### src/rtl/bsrc_pkg.sv
`timescale 1ns / 1ps
// ----------------------------------------------------------------------------
// bsrc_pkg
// Shared widths, constants, codes and controller/datapath interface types
// for the blower speed ramp controller.
// ----------------------------------------------------------------------------
package bsrc_pkg;

    // field widths
    localparam int SPEED_W    = 16;
    localparam int TIME_W     = 32;
    localparam int FLOW_W     = 19;
    localparam int PRESS_W    = 10;
    localparam int OPCODE_W   = 2;
    localparam int IN_TDATA_W  = 72;
    localparam int OUT_TDATA_W = 48;
    localparam int APB_ADDR_W  = 3;
    localparam int APB_DATA_W  = 32;

    // register reset values
    localparam logic [SPEED_W-1:0] MIN_SPEED_RST = 16'd300;
    localparam logic [SPEED_W-1:0] MAX_SPEED_RST = 16'd1800;

    // pressure ceiling, also the full-speed base term
    localparam logic [PRESS_W-1:0] PRESS_MAX = 10'd703;

    // shared multiplier
    localparam int MUL_W  = 32;
    localparam int PROD_W = 64;

    // reciprocal constants: floor(x / d) == (x * RECIP) >> SH over the value range
    localparam logic [MUL_W-1:0] RECIP_1000   = 32'd274877907;
    localparam int               RECIP_1000_SH = 38;
    localparam logic [MUL_W-1:0] RECIP_100    = 32'd671089;
    localparam int               RECIP_100_SH  = 26;
    localparam logic [MUL_W-1:0] RECIP_100000 = 32'd175921861;
    localparam int               RECIP_100000_SH = 44;
    // 832 / 1000000 reduced to 104 / 125000
    localparam logic [MUL_W-1:0] RECIP_125000 = 32'd1125899907;
    localparam int               RECIP_125000_SH = 47;
    localparam logic [MUL_W-1:0] FLOW_LIN     = 32'd281;
    localparam logic [MUL_W-1:0] FLOW_QUAD    = 32'd104;

    // intermediate widths
    localparam int INC_W      = 23;  // elapsed / 1000
    localparam int Q_W        = 12;  // |flow| / 100
    localparam int LIN_W      = 27;  // 281 * |flow|
    localparam int T1_W       = 10;  // linear flow term
    localparam int QSQ_W      = 23;  // q * q
    localparam int QUAD_W     = 30;  // 104 * q * q
    localparam int T2_W       = 13;  // quadratic flow term
    localparam int FT_W       = 14;  // signed flow term
    localparam int DIVIDEND_W = 26;  // 703 * speed
    localparam int RES_W      = 28;  // signed pressure before clamp

    typedef enum logic [OPCODE_W-1:0] {
        OP_SET   = 2'd0,
        OP_TICK  = 2'd1,
        OP_STOP  = 2'd2,
        OP_QUERY = 2'd3
    } t_opcode;

    typedef enum logic {
        REG_MIN_SPEED = 1'b0,
        REG_MAX_SPEED = 1'b1
    } t_reg_idx;

    typedef enum logic [3:0] {
        MUL_NONE,
        MUL_TICK,
        MUL_FLOW_Q,
        MUL_FLOW_LIN,
        MUL_T1_RECIP,
        MUL_Q_SQ,
        MUL_Q_QUAD,
        MUL_T2_RECIP,
        MUL_SPEED
    } t_mul_op;

    typedef enum logic [3:0] {
        ST_IDLE,
        ST_TICK_MUL,
        ST_Q_ABS,
        ST_Q_LIN,
        ST_Q_T1,
        ST_Q_SQ,
        ST_Q_QUAD,
        ST_Q_T2,
        ST_Q_SPEED,
        ST_DIV_START,
        ST_DIV_WAIT,
        ST_COMMIT
    } t_state;

    typedef struct packed {
        logic    load_in;
        t_mul_op mul_op;
        logic    cap_q;
        logic    cap_t1;
        logic    cap_t2;
        logic    div_start;
        logic    commit;
    } t_dp_cmd;

    typedef struct packed {
        logic div_skip;
        logic div_done;
        logic out_free;
    } t_dp_stat;

endpackage

### src/rtl/blower_speed_ramp_controller.sv
`timescale 1ns / 1ps
// ----------------------------------------------------------------------------
// blower_speed_ramp_controller
// Blower speed control with ramp-up limit and pressure estimate.
// ----------------------------------------------------------------------------
// Usage:
//   Input beats on the s_axis channel carry an opcode in tuser (set target,
//   ramp tick, stop, pressure query) with target, timestamp and flow in
//   tdata. Each beat yields one result beat on m_axis with the applied
//   speed, target, status flags and the pressure estimate.
//   min_speed and max_speed are written over the APB port; write them only
//   while no beat is in flight.
// Sequence from accept to result valid:
//   set target and stop go straight to commit; ramp tick takes one multiplier
//   step first; pressure query runs its multiplier steps and then the divide,
//   which is skipped when the speed term needs no divide. The speed term is
//   divided one bit per cycle; the constant divisions run through one shared
//   32x32 multiplier, one step per cycle. One beat is worked at a time; the
//   next is accepted the cycle after the result is registered.
// Reset: speed and target clear, blower halted, registers to 300 and 1800.
// Stall: a result waits in the output register while m_axis_tready is low;
//   a later beat may be accepted and worked but commits only once the
//   output register is free.
// ----------------------------------------------------------------------------
module blower_speed_ramp_controller
    import bsrc_pkg::*;
(
    input  logic                   i_clk,
    input  logic                   i_rst_n,
    // input beats
    input  logic                   s_axis_tvalid,
    output logic                   s_axis_tready,
    // tdata: target_speed[15:0], timestamp_us[47:16], flow[66:48], zero pad
    input  logic [IN_TDATA_W-1:0]  s_axis_tdata,
    // tuser: opcode[1:0]
    input  logic [OPCODE_W-1:0]    s_axis_tuser,
    // result beats
    output logic                   m_axis_tvalid,
    input  logic                   m_axis_tready,
    // tdata: speed[15:0], target[31:16], is_stopped[32], drive_update[33],
    //        out_of_range[34], pressure[44:35], zero pad
    output logic [OUT_TDATA_W-1:0] m_axis_tdata,
    // configuration
    input  logic                   psel,
    input  logic                   penable,
    input  logic                   pwrite,
    input  logic [APB_ADDR_W-1:0]  paddr,
    input  logic [APB_DATA_W-1:0]  pwdata,
    output logic [APB_DATA_W-1:0]  prdata,
    output logic                   pready
);

    logic [SPEED_W-1:0] r_min_speed;
    logic [SPEED_W-1:0] r_max_speed;
    logic               w_cfg_wr;
    t_reg_idx           w_reg_idx;
    t_dp_cmd            w_cmd;
    t_dp_stat           w_stat;

    // register file
    assign pready    = 1'b1;
    assign w_cfg_wr  = psel & penable & pwrite;
    assign w_reg_idx = t_reg_idx'(paddr[2]);

    always_ff @(posedge i_clk) begin
        if (!i_rst_n) begin
            r_min_speed <= MIN_SPEED_RST;
            r_max_speed <= MAX_SPEED_RST;
        end else if (w_cfg_wr) begin
            unique case (w_reg_idx)
                REG_MIN_SPEED: r_min_speed <= pwdata[SPEED_W-1:0];
                REG_MAX_SPEED: r_max_speed <= pwdata[SPEED_W-1:0];
            endcase
        end
    end

    always_comb begin
        unique case (w_reg_idx)
            REG_MIN_SPEED: prdata = {{(APB_DATA_W-SPEED_W){1'b0}}, r_min_speed};
            REG_MAX_SPEED: prdata = {{(APB_DATA_W-SPEED_W){1'b0}}, r_max_speed};
        endcase
    end

    // sequencer
    bsrc_ctrl u_ctrl (
        .i_clk      (i_clk),
        .i_rst_n    (i_rst_n),
        .i_in_valid (s_axis_tvalid),
        .i_opcode   (t_opcode'(s_axis_tuser)),
        .i_stat     (w_stat),
        .o_in_ready (s_axis_tready),
        .o_cmd      (w_cmd)
    );

    // datapath
    bsrc_dp u_dp (
        .i_clk       (i_clk),
        .i_rst_n     (i_rst_n),
        .i_cmd       (w_cmd),
        .o_stat      (w_stat),
        .i_in_opcode (s_axis_tuser),
        .i_in_data   (s_axis_tdata),
        .i_min_speed (r_min_speed),
        .i_max_speed (r_max_speed),
        .o_out_valid (m_axis_tvalid),
        .i_out_ready (m_axis_tready),
        .o_out_data  (m_axis_tdata)
    );

endmodule

### src/rtl/bsrc_div.sv
`timescale 1ns / 1ps
// ----------------------------------------------------------------------------
// bsrc_div
// Restoring unsigned divider, one quotient bit per cycle.
// ----------------------------------------------------------------------------
module bsrc_div
    import bsrc_pkg::*;
#(
    parameter int DIVIDEND_BITS = DIVIDEND_W,
    parameter int DIVISOR_BITS  = SPEED_W
) (
    input  logic                     i_clk,
    input  logic                     i_rst_n,
    input  logic                     i_start,
    input  logic [DIVIDEND_BITS-1:0] i_dividend,
    input  logic [DIVISOR_BITS-1:0]  i_divisor,
    output logic                     o_done,
    output logic [DIVIDEND_BITS-1:0] o_quotient
);

    localparam int CNT_W = $clog2(DIVIDEND_BITS + 1);

    logic                     r_busy;
    logic                     r_done;
    logic [CNT_W-1:0]         r_cnt;
    logic [DIVISOR_BITS-1:0]  r_rem;
    logic [DIVIDEND_BITS-1:0] r_quo;
    logic [DIVISOR_BITS-1:0]  r_divisor;

    logic [DIVISOR_BITS:0]    w_trial;
    logic [DIVISOR_BITS:0]    w_diff;
    logic                     w_ge;

    // trial subtract of the shifted partial remainder
    assign w_trial = {r_rem, r_quo[DIVIDEND_BITS-1]};
    assign w_diff  = w_trial - {1'b0, r_divisor};
    assign w_ge    = ~w_diff[DIVISOR_BITS];

    // control
    always_ff @(posedge i_clk) begin
        if (!i_rst_n) begin
            r_busy <= 1'b0;
            r_done <= 1'b0;
            r_cnt  <= '0;
        end else begin
            r_done <= 1'b0;
            if (i_start) begin
                r_busy <= 1'b1;
                r_cnt  <= CNT_W'(DIVIDEND_BITS);
            end else if (r_busy) begin
                r_cnt <= r_cnt - 1'b1;
                if (r_cnt == CNT_W'(1)) begin
                    r_busy <= 1'b0;
                    r_done <= 1'b1;
                end
            end
        end
    end

    // remainder and quotient shift
    always_ff @(posedge i_clk) begin
        if (i_start) begin
            r_rem     <= '0;
            r_quo     <= i_dividend;
            r_divisor <= i_divisor;
        end else if (r_busy) begin
            r_rem <= w_ge ? w_diff[DIVISOR_BITS-1:0] : w_trial[DIVISOR_BITS-1:0];
            r_quo <= {r_quo[DIVIDEND_BITS-2:0], w_ge};
        end
    end

    assign o_done     = r_done;
    assign o_quotient = r_quo;

    // no restart while a division runs
    a_no_restart: assert property (@(posedge i_clk) disable iff (!i_rst_n)
        i_start |-> !r_busy)
        else $error("divider restarted while busy");

    // last step ends the run with a done pulse
    a_done_after_last: assert property (@(posedge i_clk) disable iff (!i_rst_n)
        (r_busy && !i_start && r_cnt == CNT_W'(1)) |=> (r_done && !r_busy))
        else $error("divider did not finish after last step");

endmodule

### src/rtl/bsrc_ctrl.sv
`timescale 1ns / 1ps
// ----------------------------------------------------------------------------
// bsrc_ctrl
// Sequencer: accepts a beat, walks the datapath through the steps of its
// opcode, and commits once the output register is free.
// ----------------------------------------------------------------------------
module bsrc_ctrl
    import bsrc_pkg::*;
(
    input  logic     i_clk,
    input  logic     i_rst_n,
    input  logic     i_in_valid,
    input  t_opcode  i_opcode,
    input  t_dp_stat i_stat,
    output logic     o_in_ready,
    output t_dp_cmd  o_cmd
);

    t_state r_state;
    t_state n_state;

    // state register
    always_ff @(posedge i_clk) begin
        if (!i_rst_n) begin
            r_state <= ST_IDLE;
        end else begin
            r_state <= n_state;
        end
    end

    // next state
    always_comb begin
        n_state = r_state;
        unique case (r_state)
            ST_IDLE: begin
                if (i_in_valid) begin
                    unique case (i_opcode)
                        OP_TICK:        n_state = ST_TICK_MUL;
                        OP_QUERY:       n_state = ST_Q_ABS;
                        OP_SET, OP_STOP: n_state = ST_COMMIT;
                    endcase
                end
            end
            ST_TICK_MUL:  n_state = ST_COMMIT;
            ST_Q_ABS:     n_state = ST_Q_LIN;
            ST_Q_LIN:     n_state = ST_Q_T1;
            ST_Q_T1:      n_state = ST_Q_SQ;
            ST_Q_SQ:      n_state = ST_Q_QUAD;
            ST_Q_QUAD:    n_state = ST_Q_T2;
            ST_Q_T2:      n_state = ST_Q_SPEED;
            ST_Q_SPEED:   n_state = ST_DIV_START;
            ST_DIV_START: n_state = i_stat.div_skip ? ST_COMMIT : ST_DIV_WAIT;
            ST_DIV_WAIT: begin
                if (i_stat.div_done) n_state = ST_COMMIT;
            end
            ST_COMMIT: begin
                if (i_stat.out_free) n_state = ST_IDLE;
            end
            default:      n_state = ST_IDLE;
        endcase
    end

    // command outputs
    always_comb begin
        o_in_ready = 1'b0;
        o_cmd      = '0;
        o_cmd.mul_op = MUL_NONE;
        unique case (r_state)
            ST_IDLE: begin
                o_in_ready    = 1'b1;
                o_cmd.load_in = i_in_valid;
            end
            ST_TICK_MUL:  o_cmd.mul_op = MUL_TICK;
            ST_Q_ABS:     o_cmd.mul_op = MUL_FLOW_Q;
            ST_Q_LIN: begin
                o_cmd.mul_op = MUL_FLOW_LIN;
                o_cmd.cap_q  = 1'b1;
            end
            ST_Q_T1:      o_cmd.mul_op = MUL_T1_RECIP;
            ST_Q_SQ: begin
                o_cmd.mul_op = MUL_Q_SQ;
                o_cmd.cap_t1 = 1'b1;
            end
            ST_Q_QUAD:    o_cmd.mul_op = MUL_Q_QUAD;
            ST_Q_T2:      o_cmd.mul_op = MUL_T2_RECIP;
            ST_Q_SPEED: begin
                o_cmd.mul_op = MUL_SPEED;
                o_cmd.cap_t2 = 1'b1;
            end
            ST_DIV_START: o_cmd.div_start = ~i_stat.div_skip;
            ST_DIV_WAIT:  o_cmd.div_start = 1'b0;
            ST_COMMIT:    o_cmd.commit = i_stat.out_free;
            default:      o_cmd.commit = 1'b0;
        endcase
    end

endmodule

### src/rtl/bsrc_dp.sv
`timescale 1ns / 1ps
// ----------------------------------------------------------------------------
// bsrc_dp
// Datapath: input beat registers, blower state, shared multiplier, pressure
// divider and the output register.
// ----------------------------------------------------------------------------
module bsrc_dp
    import bsrc_pkg::*;
(
    input  logic                   i_clk,
    input  logic                   i_rst_n,
    input  t_dp_cmd                i_cmd,
    output t_dp_stat               o_stat,
    input  logic [OPCODE_W-1:0]    i_in_opcode,
    input  logic [IN_TDATA_W-1:0]  i_in_data,
    input  logic [SPEED_W-1:0]     i_min_speed,
    input  logic [SPEED_W-1:0]     i_max_speed,
    output logic                   o_out_valid,
    input  logic                   i_out_ready,
    output logic [OUT_TDATA_W-1:0] o_out_data
);

    // input beat
    t_opcode                r_opcode;
    logic [SPEED_W-1:0]     r_target_in;
    logic [TIME_W-1:0]      r_ts;
    logic [FLOW_W-1:0]      r_flow;

    // blower state
    logic [SPEED_W-1:0]     r_applied;
    logic [SPEED_W-1:0]     r_goal;
    logic                   r_halted;
    logic [TIME_W-1:0]      r_last_time;
    logic [SPEED_W-1:0]     n_applied;
    logic [SPEED_W-1:0]     n_goal;
    logic                   n_halted;
    logic [TIME_W-1:0]      n_last_time;

    // work registers
    logic [PROD_W-1:0]      r_prod;
    logic [Q_W-1:0]         r_q;
    logic [T1_W-1:0]        r_t1;
    logic [T2_W-1:0]        r_t2;

    // output register
    logic                   r_out_valid;
    logic [OUT_TDATA_W-1:0] r_out_data;

    logic [MUL_W-1:0]       w_mul_a;
    logic [MUL_W-1:0]       w_mul_b;
    logic [PROD_W-1:0]      w_prod;
    logic                   w_flow_neg;
    logic [FLOW_W-1:0]      w_flow_mag;
    logic [TIME_W-1:0]      w_elapsed;
    logic [INC_W-1:0]       w_inc;
    logic [INC_W:0]         w_up;
    logic [SPEED_W-1:0]     w_run;
    logic                   w_run_ok;
    logic                   w_tgt_ok;
    logic                   w_div_skip;
    logic                   w_div_done;
    logic [DIVIDEND_W-1:0]  w_quotient;
    logic [DIVIDEND_W-1:0]  w_base;
    logic signed [FT_W-1:0] w_ft;
    logic [RES_W-1:0]       w_res;
    logic [PRESS_W-1:0]     w_press;
    logic                   w_upd;
    logic                   w_oor;
    logic [PRESS_W-1:0]     w_press_out;

    // input beat capture
    always_ff @(posedge i_clk) begin
        if (i_cmd.load_in) begin
            r_opcode    <= t_opcode'(i_in_opcode);
            r_target_in <= i_in_data[SPEED_W-1:0];
            r_ts        <= i_in_data[SPEED_W +: TIME_W];
            r_flow      <= i_in_data[SPEED_W+TIME_W +: FLOW_W];
        end
    end

    // flow magnitude and sign
    assign w_flow_neg = r_flow[FLOW_W-1];
    assign w_flow_mag = w_flow_neg ? (~r_flow + 1'b1) : r_flow;
    assign w_elapsed  = r_ts - r_last_time;

    // shared multiplier operand select
    always_comb begin
        w_mul_a = '0;
        w_mul_b = '0;
        case (i_cmd.mul_op)
            MUL_TICK: begin
                w_mul_a = w_elapsed;
                w_mul_b = RECIP_1000;
            end
            MUL_FLOW_Q: begin
                w_mul_a = MUL_W'(w_flow_mag);
                w_mul_b = RECIP_100;
            end
            MUL_FLOW_LIN: begin
                w_mul_a = MUL_W'(w_flow_mag);
                w_mul_b = FLOW_LIN;
            end
            MUL_T1_RECIP: begin
                w_mul_a = MUL_W'(r_prod[LIN_W-1:0]);
                w_mul_b = RECIP_100000;
            end
            MUL_Q_SQ: begin
                w_mul_a = MUL_W'(r_q);
                w_mul_b = MUL_W'(r_q);
            end
            MUL_Q_QUAD: begin
                w_mul_a = MUL_W'(r_prod[QSQ_W-1:0]);
                w_mul_b = FLOW_QUAD;
            end
            MUL_T2_RECIP: begin
                w_mul_a = MUL_W'(r_prod[QUAD_W-1:0]);
                w_mul_b = RECIP_125000;
            end
            MUL_SPEED: begin
                w_mul_a = MUL_W'(r_applied);
                w_mul_b = MUL_W'(PRESS_MAX);
            end
            default: begin
                w_mul_a = '0;
                w_mul_b = '0;
            end
        endcase
    end

    assign w_prod = {{(PROD_W-MUL_W){1'b0}}, w_mul_a} * {{(PROD_W-MUL_W){1'b0}}, w_mul_b};

    // product and partial terms
    always_ff @(posedge i_clk) begin
        if (i_cmd.mul_op != MUL_NONE) r_prod <= w_prod;
        if (i_cmd.cap_q)  r_q  <= r_prod[RECIP_100_SH +: Q_W];
        if (i_cmd.cap_t1) r_t1 <= r_prod[RECIP_100000_SH +: T1_W];
        if (i_cmd.cap_t2) r_t2 <= r_prod[RECIP_125000_SH +: T2_W];
    end

    // speed term divider: 703 * speed / max_speed
    assign w_div_skip = (r_applied == i_max_speed) || (i_max_speed == '0);

    bsrc_div #(
        .DIVIDEND_BITS (DIVIDEND_W),
        .DIVISOR_BITS  (SPEED_W)
    ) u_div (
        .i_clk      (i_clk),
        .i_rst_n    (i_rst_n),
        .i_start    (i_cmd.div_start),
        .i_dividend (r_prod[DIVIDEND_W-1:0]),
        .i_divisor  (i_max_speed),
        .o_done     (w_div_done),
        .o_quotient (w_quotient)
    );

    // pressure: base minus signed flow term, clamped
    assign w_base = w_div_skip ? DIVIDEND_W'(PRESS_MAX) : w_quotient;
    assign w_ft   = (w_flow_neg ? -$signed({{(FT_W-T1_W){1'b0}}, r_t1})
                                :  $signed({{(FT_W-T1_W){1'b0}}, r_t1}))
                  + $signed({{(FT_W-T2_W){1'b0}}, r_t2});
    assign w_res  = {{(RES_W-DIVIDEND_W){1'b0}}, w_base}
                  - {{(RES_W-FT_W){w_ft[FT_W-1]}}, w_ft};

    always_comb begin
        if (w_res[RES_W-1]) begin
            w_press = '0;
        end else if (w_res > RES_W'(PRESS_MAX)) begin
            w_press = PRESS_MAX;
        end else begin
            w_press = w_res[PRESS_W-1:0];
        end
    end

    // ramp step
    assign w_inc = r_prod[RECIP_1000_SH +: INC_W];
    assign w_up  = {{(INC_W+1-SPEED_W){1'b0}}, r_applied} + {1'b0, w_inc};

    always_comb begin
        if (r_goal > r_applied) begin
            w_run = (w_up < {{(INC_W+1-SPEED_W){1'b0}}, r_goal}) ? w_up[SPEED_W-1:0] : r_goal;
        end else begin
            w_run = r_goal;
        end
    end

    assign w_run_ok = (w_run >= i_min_speed) && (w_run <= i_max_speed);
    assign w_tgt_ok = (r_target_in >= i_min_speed) && (r_target_in <= i_max_speed);

    // state update on commit
    always_comb begin
        n_applied   = r_applied;
        n_goal      = r_goal;
        n_halted    = r_halted;
        n_last_time = r_last_time;
        w_upd       = 1'b0;
        w_oor       = 1'b0;
        w_press_out = '0;
        unique case (r_opcode)
            OP_SET: begin
                if (w_tgt_ok && (r_target_in != r_goal)) begin
                    n_last_time = r_ts;
                    n_goal      = r_target_in;
                    if (r_applied < i_min_speed) n_applied = i_min_speed;
                end
            end
            OP_TICK: begin
                n_last_time = r_ts;
                if (w_run_ok) begin
                    if (r_halted || (r_applied != w_run)) begin
                        n_applied = w_run;
                        n_halted  = 1'b0;
                        w_upd     = 1'b1;
                    end
                end else begin
                    w_oor = 1'b1;
                end
            end
            OP_STOP: begin
                n_applied = '0;
                n_goal    = '0;
                n_halted  = 1'b1;
                w_upd     = 1'b1;
            end
            OP_QUERY: begin
                w_press_out = w_press;
            end
        endcase
    end

    always_ff @(posedge i_clk) begin
        if (!i_rst_n) begin
            r_applied   <= '0;
            r_goal      <= '0;
            r_halted    <= 1'b1;
            r_last_time <= '0;
        end else if (i_cmd.commit) begin
            r_applied   <= n_applied;
            r_goal      <= n_goal;
            r_halted    <= n_halted;
            r_last_time <= n_last_time;
        end
    end

    // output register
    always_ff @(posedge i_clk) begin
        if (!i_rst_n) begin
            r_out_valid <= 1'b0;
        end else if (i_cmd.commit) begin
            r_out_valid <= 1'b1;
        end else if (i_out_ready) begin
            r_out_valid <= 1'b0;
        end
    end

    always_ff @(posedge i_clk) begin
        if (i_cmd.commit) begin
            r_out_data <= {{(OUT_TDATA_W-2*SPEED_W-3-PRESS_W){1'b0}},
                           w_press_out, w_oor, w_upd, n_halted, n_goal, n_applied};
        end
    end

    assign o_out_valid     = r_out_valid;
    assign o_out_data      = r_out_data;
    assign o_stat.div_skip = w_div_skip;
    assign o_stat.div_done = w_div_done;
    assign o_stat.out_free = ~r_out_valid | i_out_ready;

    // a stop always leaves the blower halted at zero speed
    a_stop_halts: assert property (@(posedge i_clk) disable iff (!i_rst_n)
        (i_cmd.commit && r_opcode == OP_STOP) |=> (r_halted && r_applied == '0 && r_goal == '0))
        else $error("stop did not halt the blower");

    // pressure estimate never leaves its clamp range
    a_press_clamped: assert property (@(posedge i_clk) disable iff (!i_rst_n)
        r_out_valid |-> (r_out_data[2*SPEED_W+3 +: PRESS_W] <= PRESS_MAX))
        else $error("pressure above clamp");

endmodule

### config.mk
export PLATFORM = sky130hd
export DESIGN_NAME = blower_speed_ramp_controller
export DESIGN_NICKNAME = d
export VERILOG_FILES = /design/src/rtl/bsrc_pkg.sv /design/src/rtl/blower_speed_ramp_controller.sv /design/src/rtl/bsrc_div.sv /design/src/rtl/bsrc_ctrl.sv /design/src/rtl/bsrc_dp.sv
export SDC_FILE = /design/constraint.sdc
export NUM_CORES = 2
export LEC_CHECK = 0
export ABC_AREA = 1
export BUFFER_PORTS_ARGS = -buffer_cell sky130_fd_sc_hd__buf_2
export CAP_MARGIN = 10
export CORE_MARGIN = 2
export CORE_UTILIZATION = 65
export CTS_BUF_LIST = sky130_fd_sc_hd__clkbuf_4
export DETAILED_ROUTE_END_ITERATION = 12
export HOLD_SLACK_MARGIN = 0.08
export PLACE_DENSITY_LB_ADDON = 0.15
export SYNTH_ARGS = -nofsm -noshare
export SYNTH_HDL_FRONTEND = slang
export SYNTH_SLANG_ARGS = --single-unit
export TNS_END_PERCENT = 30
### constraint.sdc
create_clock -name i_clk -period 18.21 [get_ports i_clk]
set_clock_uncertainty 0.05 [all_clocks]
set_input_delay 3.642 -clock i_clk [delete_from_list [all_inputs] [get_ports i_clk]]
set_output_delay 3.642 -clock i_clk [all_outputs]
set_load 0.01 [all_outputs]
==> flow_summary_export.csv <==
group,metric,value,unit
status,status,"finished, final reports clean",
logic_synthesis,synth_area_leaders,"fa_1 28%, edfxtp_1 14%, ha_1 13%, inv_1 11%, nand2_1 6.9%",
layout,register_area,10100,um^2
routing,antenna_left,0,
placement,place_inst,7633,
logic_synthesis,ys_warn_count,0,
layout,area_growth,6.54,%
clock_tree,clockBufferDepth,3,
routing,avgViaCountPerCell,5.77,
grt,grt_max_degree,92,
worst_setup_path,start_kind,"flip-flop",
logic_synthesis,synthCells,6431,
logic_synthesis,synth_top_area_frac,0.285,
logic_synthesis,netlist_top_cells_count,"1573 x inv_1, 990 x nand2_1, 760 x fa_1, 567 x ha_1, 552 x nor2_1",
placement,gp_congestion,1.10,
sta,final-hold-violation-count,0,
worst_setup_path,worstPathArrival,12010,ps
worst_setup_path,worstPathMaxFanout,10,
clock_tree,clkTransAtPathRegs,70,ps
worst_setup_path,crit_slowest_cell,"fa_1",
layout,multi_input_area,37100,um^2
hold_path,hp-class,"flip-flop to flip-flop",
floorplanning,io_pins,199,
sta,slew_headroom,0.169,
logic_synthesis,synth_seq_cells,377,
grt,grt_use_total,0.416,
logic_synthesis,ys_seq_area_frac,0.188,
placement,dp_hpwl,146000,um
placement,io_buffers,155,
logic_synthesis,syn_area,53500,um^2
worst_setup_path,r2r_slack,6860,ps
clock_tree,cts-resized-gates,0,
logic_synthesis,yosysTopAreaCell,"fa_1",
grt,grt-ovfl-total,0,
worst_setup_path,worstSetupPathType,"flip-flop to flip-flop",
logic_synthesis,synth_most_common_cell,"inv_1",
floorplanning,start_util,0.654,
floorplanning,row_count,105,
sta,final.period_utilization,0.624,
routing,drtIter0Drc,5086,
clock_tree,cts_tree,"built",
clock_tree,ctsHtreeMaxLevel,3,
sta,finalSetupViolations,0,
clock_tree,cts_buffers,98,
layout,drive_gt1_frac,0.0664,
worst_setup_path,cp.required,18870,ps
clock_tree,cts_hold_buf,0,
floorplanning,die_w,291,um
clock_tree,cts_setup_buffers,0,
clock_tree,clkLatencyLatePin,980,ps
logic_synthesis,ys_types,62,
grt,antenna_found_initial,5,
worst_setup_path,end_kind,"flip-flop",
worst_setup_path,critPathMostFrequentCell,"fa_1",
logic_synthesis,avgSynthCellArea,8.32,um^2
floorplanning,die_area,84600,um^2
logic_synthesis,synth-edff-count,252,
grt,grt_pass1_wl,263000,um
floorplanning,chipHeight,291,um
worst_setup_path,cp_slowest_stage_delay,690,ps
sta,slew_violations,0,
sta,fin_tns_setup,0,ps
sta,rsz0062_at_grt,"false",
sta,tightest_slew,1230,ps
layout,stdcell_count,7823,
routing,route.detailed.drc,0,
routing,vias,45100,
sta,fmax,88.1,MHz
layout,nets,8107,
routing,wirelength,174000,um
logic_synthesis,synth_flop_cell,"edfxtp_1",
routing,wl_per_cell,22.2,um
floorplanning,core-area,81700,um^2
sta,timing.final.crit_period,11350,ps
job,maxCapViolCount,0,
clock_tree,cts_sinks,377,
grt,grt_pass1_vias,44900,
logic_synthesis,async_flop_share,0,
routing,drt_pass1_iterations,6,
layout,fillerInstances,6833,
clock_tree,root_buffer,"clkbuf_4",
==> logic make-up after synthesis <==
kind of cell,count (synthesis),share of synthesized area
compound gates,914,0.0955
other cells,2,0.000140
simple gates,1903,0.148
fa+ha+maj,1327,0.417
buf+inv,1747,0.125
flops,377,0.188
xor+xnor,161,0.0264
==> per-stage QoR <==
stage          hold WS (ps)  instance area (um^2)   util  setup WS (ps)
6_report                369                 57000  0.697           6860
4_1_cts                 367                 56900  0.697           7080
5_1_grt                 381                 57000  0.697           6550
2_1_floorplan           350                 53800      -           9250
3_3_place_gp            352                 55600  0.680           7120
3_5_place_dp            358                 55600  0.680           7110
==> layout make-up <==
class	count	share of cell area
multi-input combinational	4387	0.650
timing repair buffer	196	0.0194
antenna	6	0.000264
tap	1070	0.0235
clock buffer	151	0.0199
clock inverter	32	0.00404
sequential	377	0.177
inverter	1604	0.106
==> sequential cells by signal (all words and copies together) (netlist names) <==
name	flops
u_dp.u_div.r_rem	16
u_dp.r_prod	61
u_dp.u_div.r_busy	1
u_dp.r_t1	10
u_dp.r_halted	1
u_dp.r_last_time	32
u_dp.r_applied	16
u_dp.r_t2	13
u_dp.u_div.r_divisor	16
u_dp.r_opcode	2
u_dp.r_q	12
u_dp.u_div.r_cnt	5
u_dp.r_goal	16
u_ctrl.r_state	4
u_dp.r_target_in	16
u_dp.u_div.o_done	1
u_dp.o_out_valid	1
u_dp.r_flow	19
u_dp.o_out_data	45
r_max_speed	16
u_dp.u_div.o_quotient	26
r_min_speed	16
u_dp.r_ts	32
==> worst paths after layout <==
kind                         from              end  depth (start not counted)
setup / recovery     u_dp.r_ts[0]  u_dp.r_prod[59]                         41
hold / removal    u_dp.r_prod[36]     u_dp.r_q[10]                          0
setup reg to reg     u_dp.r_ts[0]  u_dp.r_prod[59]                         41
hold reg to reg   u_dp.r_prod[36]     u_dp.r_q[10]                          0
==> critical path: cells and delay by family, from the launching register on <==
kind,cells,cell delay (ps)
and+or+nand+nor,11,1960
adders and majority gates,11,5240
DFF,1,340
buffers and inverters,7,820
AOI/OAI and AO/OA,12,2680
==> cell usage in the layout, fill, tap and decap left out, types with 24 or more instances in the layout <==
master / netlist / layout
a21oi_1: 367 / 367
a31oi_1: 27 / 27
buf_2: 12 / 155
buf_4: 22 / 40
clkbuf_4: 0 / 151
clkinv_1: 16 / 35
conb_1: 2 / 82
dfxtp_1: 125 / 125
edfxtp_1: 252 / 252
fa_1: 760 / 760
ha_1: 567 / 567
inv_1: 1573 / 1572
nand2_1: 990 / 989
nand3_1: 168 / 168
nand4_1: 40 / 40
nor2_1: 552 / 551
nor3_1: 42 / 42
nor4_1: 24 / 24
o211ai_1: 34 / 34
o21ai_0: 335 / 335
xnor2_1: 54 / 54
xor2_1: 107 / 107
==> routing by layer <==
layer / up-vias / global-route usage / wire length (um)
li1: 20400 / - / -
met4: 2 / 0.203 / 9880
met2: 2527 / 0.650 / 76700
met3: 518 / 0.0994 / 20500
met1: 21600 / 0.549 / 66400
met5: - / 0 / 15
Power is not shown: default switching activity piles up to over one toggle a cycle in this logic, so the estimate is an artifact.
